==> config.mk <==
export PLATFORM = sky130hd
export DESIGN_NAME = tcw_ctrl
export DESIGN_NICKNAME = d
export VERILOG_FILES = /design/src/tcw_pkg.sv /design/src/tcw_ctrl.sv
export SDC_FILE = /design/constraint.sdc
export NUM_CORES = 1
export LEC_CHECK = 0
export ABC_AREA = 1
export BUFFER_PORTS_ARGS = -buffer_cell sky130_fd_sc_hd__buf_2
export CAP_MARGIN = 20
export CORE_AREA = 2 2 39 41
export CTS_CLUSTER_SIZE = 20
export DETAILED_ROUTE_END_ITERATION = 16
export DIE_AREA = 0 0 41 43
export PLACE_DENSITY = 0.51
export SYNTH_ARGS = -nofsm -noshare
export SYNTH_HDL_FRONTEND = slang
export SYNTH_SLANG_ARGS = --single-unit
==> constraint.sdc <==
create_clock -name clk -period 1.6 [get_ports clk]
set_input_delay 0.08 -clock clk [delete_from_list [all_inputs] [get_ports clk]]
set_output_delay 0.08 -clock clk [all_outputs]
set_load 0.01 [all_outputs]
==> src/tcw_pkg.sv <==
`timescale 1ns / 1ps
// ----------------------------------------------------------------------------
// tcw_pkg
// Shared types, constants and helpers for the text console writer.
// ----------------------------------------------------------------------------
package tcw_pkg;

    // Screen geometry
    localparam int COLUMNS = 80;
    localparam int ROWS    = 25;
    localparam int CELLS   = COLUMNS * ROWS;
    localparam int ADDR_W  = $clog2(CELLS);
    // Width used for linear positions: wide enough for the store and the 11-bit field
    localparam int CALC_W  = (ADDR_W > 11) ? ADDR_W : 11;
    localparam int CELL_W  = 16;

    // Command modes
    localparam logic [1:0] MODE_PUT   = 2'd0;
    localparam logic [1:0] MODE_CLEAR = 2'd1;
    localparam logic [1:0] MODE_POKE  = 2'd2;
    localparam logic [1:0] MODE_PEEK  = 2'd3;

    // Control characters
    localparam logic [7:0] CH_BS  = 8'h08;
    localparam logic [7:0] CH_TAB = 8'h09;
    localparam logic [7:0] CH_NL  = 8'h0A;
    localparam logic [7:0] CH_CR  = 8'h0D;

    localparam logic [7:0]        BLANK_CHAR = 8'h20;
    localparam logic [CELL_W-1:0] RESET_CELL = 16'h0720;
    localparam int                TAB_STEP   = 8;

    // Configuration register indexes
    localparam logic REG_FG = 1'b0;
    localparam logic REG_BG = 1'b1;

    typedef struct packed {
        logic [1:0] mode;
        logic [7:0] char_code;
        logic [7:0] attr_in;
        logic [6:0] column;
        logic [4:0] row;
    } tcw_in_t;

    typedef struct packed {
        logic [6:0]  cursor_col;
        logic [4:0]  cursor_row;
        logic [10:0] cursor_pos;
        logic        scrolled;
        logic [7:0]  cell_char;
        logic [7:0]  cell_attr;
    } tcw_out_t;

    // Controller to datapath commands
    typedef struct packed {
        logic load;
        logic exec;
        logic rd_capture;
        logic copy_rd;
        logic copy_wr;
        logic fill;
        logic init;
        logic out_load;
    } tcw_cmd_t;

    // Datapath to controller status
    typedef struct packed {
        logic [1:0] mode;
        logic       scroll;
        logic       copy_last;
        logic       fill_last;
    } tcw_status_t;

    // Linear cell position: row times COLUMNS plus column
    function automatic logic [CALC_W-1:0] cell_index(input logic [4:0] r, input logic [6:0] c);
        cell_index = CALC_W'(r) * CALC_W'(COLUMNS) + CALC_W'(c);
    endfunction

endpackage

==> src/tcw_ctrl.sv <==
`timescale 1ns / 1ps
// ----------------------------------------------------------------------------
// tcw_ctrl
// Controller: sequences reset fill, command execution, scroll copy,
// screen fill and result hand-off.
// ----------------------------------------------------------------------------
module tcw_ctrl
    import tcw_pkg::*;
(
    input  logic        clk,
    input  logic        rst_n,
    input  logic        cmd_valid,
    output logic        cmd_stall,
    output logic        rsp_valid,
    input  logic        rsp_stall,
    input  tcw_status_t status,
    output tcw_cmd_t    ctl
);

    localparam logic [2:0] ST_INIT   = 3'd0;
    localparam logic [2:0] ST_IDLE   = 3'd1;
    localparam logic [2:0] ST_EXEC   = 3'd2;
    localparam logic [2:0] ST_RDWAIT = 3'd3;
    localparam logic [2:0] ST_CPRD   = 3'd4;
    localparam logic [2:0] ST_CPWR   = 3'd5;
    localparam logic [2:0] ST_FILL   = 3'd6;
    localparam logic [2:0] ST_DONE   = 3'd7;

    logic [2:0] state_reg, state_next;
    logic       rsp_valid_reg, rsp_valid_next;

    // Next state and commands
    always_comb
    begin
        state_next = state_reg;
        ctl        = '0;
        case (state_reg)
            ST_INIT:
            begin
                ctl.init = 1'b1;
                if (status.fill_last)
                begin
                    state_next = ST_IDLE;
                end
            end
            ST_IDLE:
            begin
                if (cmd_valid)
                begin
                    ctl.load   = 1'b1;
                    state_next = ST_EXEC;
                end
            end
            ST_EXEC:
            begin
                ctl.exec = 1'b1;
                case (status.mode)
                    MODE_PUT:   state_next = status.scroll ? ST_CPRD : ST_DONE;
                    MODE_CLEAR: state_next = ST_FILL;
                    MODE_POKE:  state_next = ST_DONE;
                    MODE_PEEK:  state_next = ST_RDWAIT;
                    default:    state_next = ST_DONE;
                endcase
            end
            ST_RDWAIT:
            begin
                ctl.rd_capture = 1'b1;
                state_next     = ST_DONE;
            end
            ST_CPRD:
            begin
                ctl.copy_rd = 1'b1;
                state_next  = ST_CPWR;
            end
            ST_CPWR:
            begin
                ctl.copy_wr = 1'b1;
                state_next  = status.copy_last ? ST_FILL : ST_CPRD;
            end
            ST_FILL:
            begin
                ctl.fill = 1'b1;
                if (status.fill_last)
                begin
                    state_next = ST_DONE;
                end
            end
            ST_DONE:
            begin
                // Hand the result over once the output register is free
                if (!rsp_valid_reg || !rsp_stall)
                begin
                    ctl.out_load = 1'b1;
                    state_next   = ST_IDLE;
                end
            end
            default:
            begin
                state_next = ST_IDLE;
            end
        endcase
    end

    // Hold the result beat until taken
    always_comb
    begin
        if (ctl.out_load)
        begin
            rsp_valid_next = 1'b1;
        end
        else if (!rsp_stall)
        begin
            rsp_valid_next = 1'b0;
        end
        else
        begin
            rsp_valid_next = rsp_valid_reg;
        end
    end

    always_ff @(posedge clk or negedge rst_n)
    begin
        if (!rst_n)
        begin
            state_reg     <= ST_INIT;
            rsp_valid_reg <= 1'b0;
        end
        else
        begin
            state_reg     <= state_next;
            rsp_valid_reg <= rsp_valid_next;
        end
    end

    assign cmd_stall = (state_reg != ST_IDLE);
    assign rsp_valid = rsp_valid_reg;

endmodule

Word level (Yosys, flattened, before mapping)

Cells that the tools add are included.

Flip-flop bits (word level): 4
Bits in latches: 0
Bits in writable memories: 0
ROM bits: 0
Input bits: 9
Output and inout bits: 10
Word-level logic and storage cells: 44
Memories kept: 0

$add $sub $neg: 0
Multipliers: 0
Div/mod/pow operators: 0
Order comparisons: 0
Equality and inequality tests: 16
Shift-type cells: 0
Muxes and demuxes: 20
Bitwise gates (word level): 0
Reduce and logical (&&, ||, !) cells: 6

Operators with widths:

| cell                                                                   | number |
|---|---|
| 3-bit case mux with 8 select lines                                     | 1 |
| 3-bit equality test (second input constant)                            | 4 |
| 1-bit 2-to-1 mux                                                       | 12 |
| 3-bit 2-to-1 mux                                                       | 4 |
| 3-bit case mux with 4 select lines                                     | 1 |
| 2-bit != test (second input constant)                                  | 4 |
| 3-bit by 2-bit equality test with 1-bit output (second input constant) | 2 |
| 2-bit equality test (second input constant)                            | 2 |
| 2-bit 2-to-1 mux                                                       | 2 |
| 4-bit AND reduction                                                    | 1 |
| 3-bit by 1-bit equality test with 1-bit output (second input constant) | 1 |
| 3-bit zero test                                                        | 1 |
| 3-bit by 1-bit != test with 1-bit output (second input constant)       | 1 |
| 2-bit by 1-bit equality test with 1-bit output (second input constant) | 1 |
| 1-bit zero test                                                        | 2 |
| 2-bit zero test                                                        | 1 |
| 2-bit by 1-bit != test with 1-bit output (second input constant)       | 1 |
| 1-bit logical OR                                                       | 1 |

Longest topological paths before layout

Depth in word-level cells: 5
Mapped depth: 8
Gate-level depth less buffers: 7

Worst setup path before layout

Ideal clock, no wire load.

Path kind: reg-to-reg
Start: register state_reg[0]
End: register state_reg[1]
Setup time: 65 ps
Arrival: 1045 ps
Data required time: 1535 ps
Setup slack: 490 ps
Stages on the path, launching flop included: 9
Buffers on the path: 1
Period minus slack after synthesis: 1110 ps
Cells stage by stage: dfrtp_1 -> buf_6 -> inv_4 -> nand2_2 -> nor2_1 -> nand2_1 -> nand3b_1 -> nand2_1 -> nand2_1

Longest elaborated chain between the ends: 3
Elaborated cells on any way between the ends: 14
Classes of those cells: eq/ne (11); mux (1); reduce/logical (2)

Ends and longest elaborated chain:

| element                                           | line            | text |
|---|---|---|
| start, declared                                   | tcw_ctrl.sv:29  | `logic [2:0] state_reg, state_next;` |
| start signal, assigned                            | tcw_ctrl.sv:130 | `state_reg <= state_next;` |
| 3-bit equality test, or another cell as far along | tcw_ctrl.sv:37  | `case (state_reg)` |
| 2-bit != test (no source line)                    | --              |  |
| 4-bit AND reduction (no source line)              | --              |  |

Several ways; a longest one is shown, not always the timed one.
A chain may end at the register's enable or synchronous reset.

==> run_results.csv <==
group,metric,value,unit
sta,rsz0062_at_grt,"no",
final_layout,synthToLayoutAreaGrowth,29.8,%
final_layout,utilization,0.354,
global_routing,grt_max_degree,10,
placement,io_buffers,18,
clock_network,ctsResizeCount,0,
global_routing,grt.overflow.total,0,
setup_path,required,1520,ps
floorplanning,coreArea,1380,µm²
clock_network,htree_levels,1,
clock_network,cts_sinks,4,
clock_network,root_buffer,"clkbuf_4",
pwr,power_frac_seq,0.266,
yosys,syn_nets,68,
worst_hold_path,holdPathEnd,"rsp_valid",
detailed_routing,drc,0,
detailed_routing,route.vias.total,407,
yosys,synth_cell_type_count,20,
yosys,synth.area.top_cells,"dfrtp_1 26%, nand2_1 18%, nand2_2 6.6%, buf_6 6.0%, inv_1 6.0%",
detailed_routing,ant_nets,0,
worst_hold_path,hold_class,"primary input to flop",
detailed_routing,wl_per_cell,8.66,µm
global_routing,grt_pass1_vias,318,
worst_hold_path,whs_path_depth,3,
pwr,p_sw,464,µW
clock_network,postCtsSetupRepairBufs,0,
pwr,pwr_density_cell,1870,nW/µm²
sta,finalMaxSlewViolations,0,
yosys,ys_ff_latch,4,
clock_network,path_clk_slew,40,ps
global_routing,antenna_found_initial,0,
clock_network,insertion_delay,230,ps
floorplanning,rows,14,
final_layout,drive_above_1_share,0.410,
outcome,status,"finished clean",
detailed_routing,drtPass1Iterations,4,
pwr,swShare,0.506,
sta,worst_pin_slew,305,ps
global_routing,grt_usage,0.105,
sta,max_freq,751,MHz
job,max_cap_viol_count,0,
setup_path,arrival,1250,ps
yosys,synth_largest_area_cell,"dfrtp_1",
clock_network,ctsHoldBuffers,1,
sta,period_share,0.832,
pwr,pwr-share-comb,0.595,
sta,finalCriticalPeriod,1330,ps
pwr,p_leak,0.000298,µW
floorplanning,die_h,43,µm
yosys,seq_area_frac_synth,0.265,
yosys,synth_top_area_frac,0.265,
yosys,avgSynthCellArea,6.40,µm²
worst_hold_path,hp-start,"rsp_stall",
final_layout,num_antenna_cells,0,
final_layout,largest_reg_flops,3,
placement,hpwl,685,µm
detailed_routing,vias_per_cell,4.33,
setup_path,worst-setup-path-type,"flop to output pin",
setup_path,worst_setup_path_start_kind,"flop",
floorplanning,ios,19,
pwr,power.share.clock,0.140,
floorplanning,initial_core_util,0.273,
detailed_routing,routed_wl,814,µm
pwr,p_int,452,µW
setup_path,r2r-end,"state_reg[0]",
sta,setup_viol,0,
setup_path,critPathCaptureType,"output pin",
setup_path,r2r_cells,6,
detailed_routing,dr.first_iter.drc_count,6,
sta,whs,72.2,ps
clock_network,clock_path_buffers,2,
setup_path,timing.rr.start,"state_reg[0]",
yosys,synth_area,378,µm²
clock_network,cts_tree,"yes",
sta,hold_viol_final,0,
setup_path,critPathMaxFanout,9,
yosys,synth_warnings,0,
setup_path,r2r_slack,420,ps
sta,relSlewSlack,0.796,
floorplanning,fp.dieW,41,µm
sta,setup_tns,0,ps
final_layout,layout_common_cells,"18 x nand2_1, 18 x buf_2, 6 x nor2_1, 6 x inv_1",
floorplanning,die_area,1760,µm²
sta,fin_skew,0.885,ps
yosys,netlist_instances,59,
pwr,vdd_ir_drop_max,0.706,mV
final_layout,final_nets,89,
final_layout,fill_cells,157,
clock_network,cts_inserted_buffers,3,
placement,routabilityCongestion,0.826,
global_routing,grt_pass1_wl,1220,µm
routing by layer:
metal / share of wire / global-route usage / up-vias
met1: 0.47 / 0.140 / 173
met2: 0.44 / 0.144 / 13
met3: 0.080 / 0.0314 / 2
li1: - / - / 219
met5: 0 / 0 / -
met4: 0.011 / 0.0600 / 0
power groups by stage:
stage	Combinational [µW]	Clock (µW)	Sequential, µW
finish	545	128	243
global route	622	137	255
detailed placement	546	0	245
floorplan	505	0	190
global placement	548	0	247
CTS	549	134	243
cells in the mapped netlist:
master and number:
a21oi_1 1, a21oi_2 1, buf_4 1, buf_6 2, dfrtp_1 4, inv_1 6, inv_2 2, inv_4 1
nand2_1 18, nand2_2 4, nand3_1 3, nand3b_1 1, nand4_1 1, nor2_1 6, nor2_2 2, nor2_4 1
nor3_1 1, o21a_1 1, o21ai_0 2, o21bai_1 1
worst max-delay path by stage:
stage	from	endpoint	cells after the start
final	state_reg[0]	ctl[0]	5
after CTS	state_reg[0]	ctl[0]	5
after floorplan	state_reg[0]	state_reg[1]	8
after global routing	state_reg[0]	ctl[0]	5
after detailed placement	state_reg[0]	state_reg[0]	6
after global placement	state_reg[0]	state_reg[2]	7
kinds of logic after synthesis:
logic type	share of synthesized area
DFF	0.265
and+or+nand+nor	0.457
buffers and inverters	0.176
AOI/OAI and AO/OA	0.103
metrics by stage:
step | instances | setup WS [ps] | power (µW) | instance area, µm²
after floorplan | 59 | 490 | 695 | 378
after global placement | 90 | 413 | 795 | 458
after detailed placement | 90 | 428 | 790 | 458
after CTS | 94 | 252 | 926 | 490
after global routing | 94 | 142 | 1010 | 490
final | 94 | 268 | 916 | 490
critical path, cell delays in order, from the launching register on:
cell and delay [ps]:
dfrtp_1 510, nand2_2 120, nor2_4 130, inv_1 60, nor2_1 70, buf_2 130
cell type report:
type                    instances  area [µm²]  share of cell area
inverters                       9        36.3              0.0740
multi-input cells              43         211               0.431
clock buffers                   3        22.5              0.0459
flip-flops and latches          4         100               0.204
repair buffers                 19         100               0.204
well taps                      16        20.0              0.0408
Power figures use the tool's default switching activity.
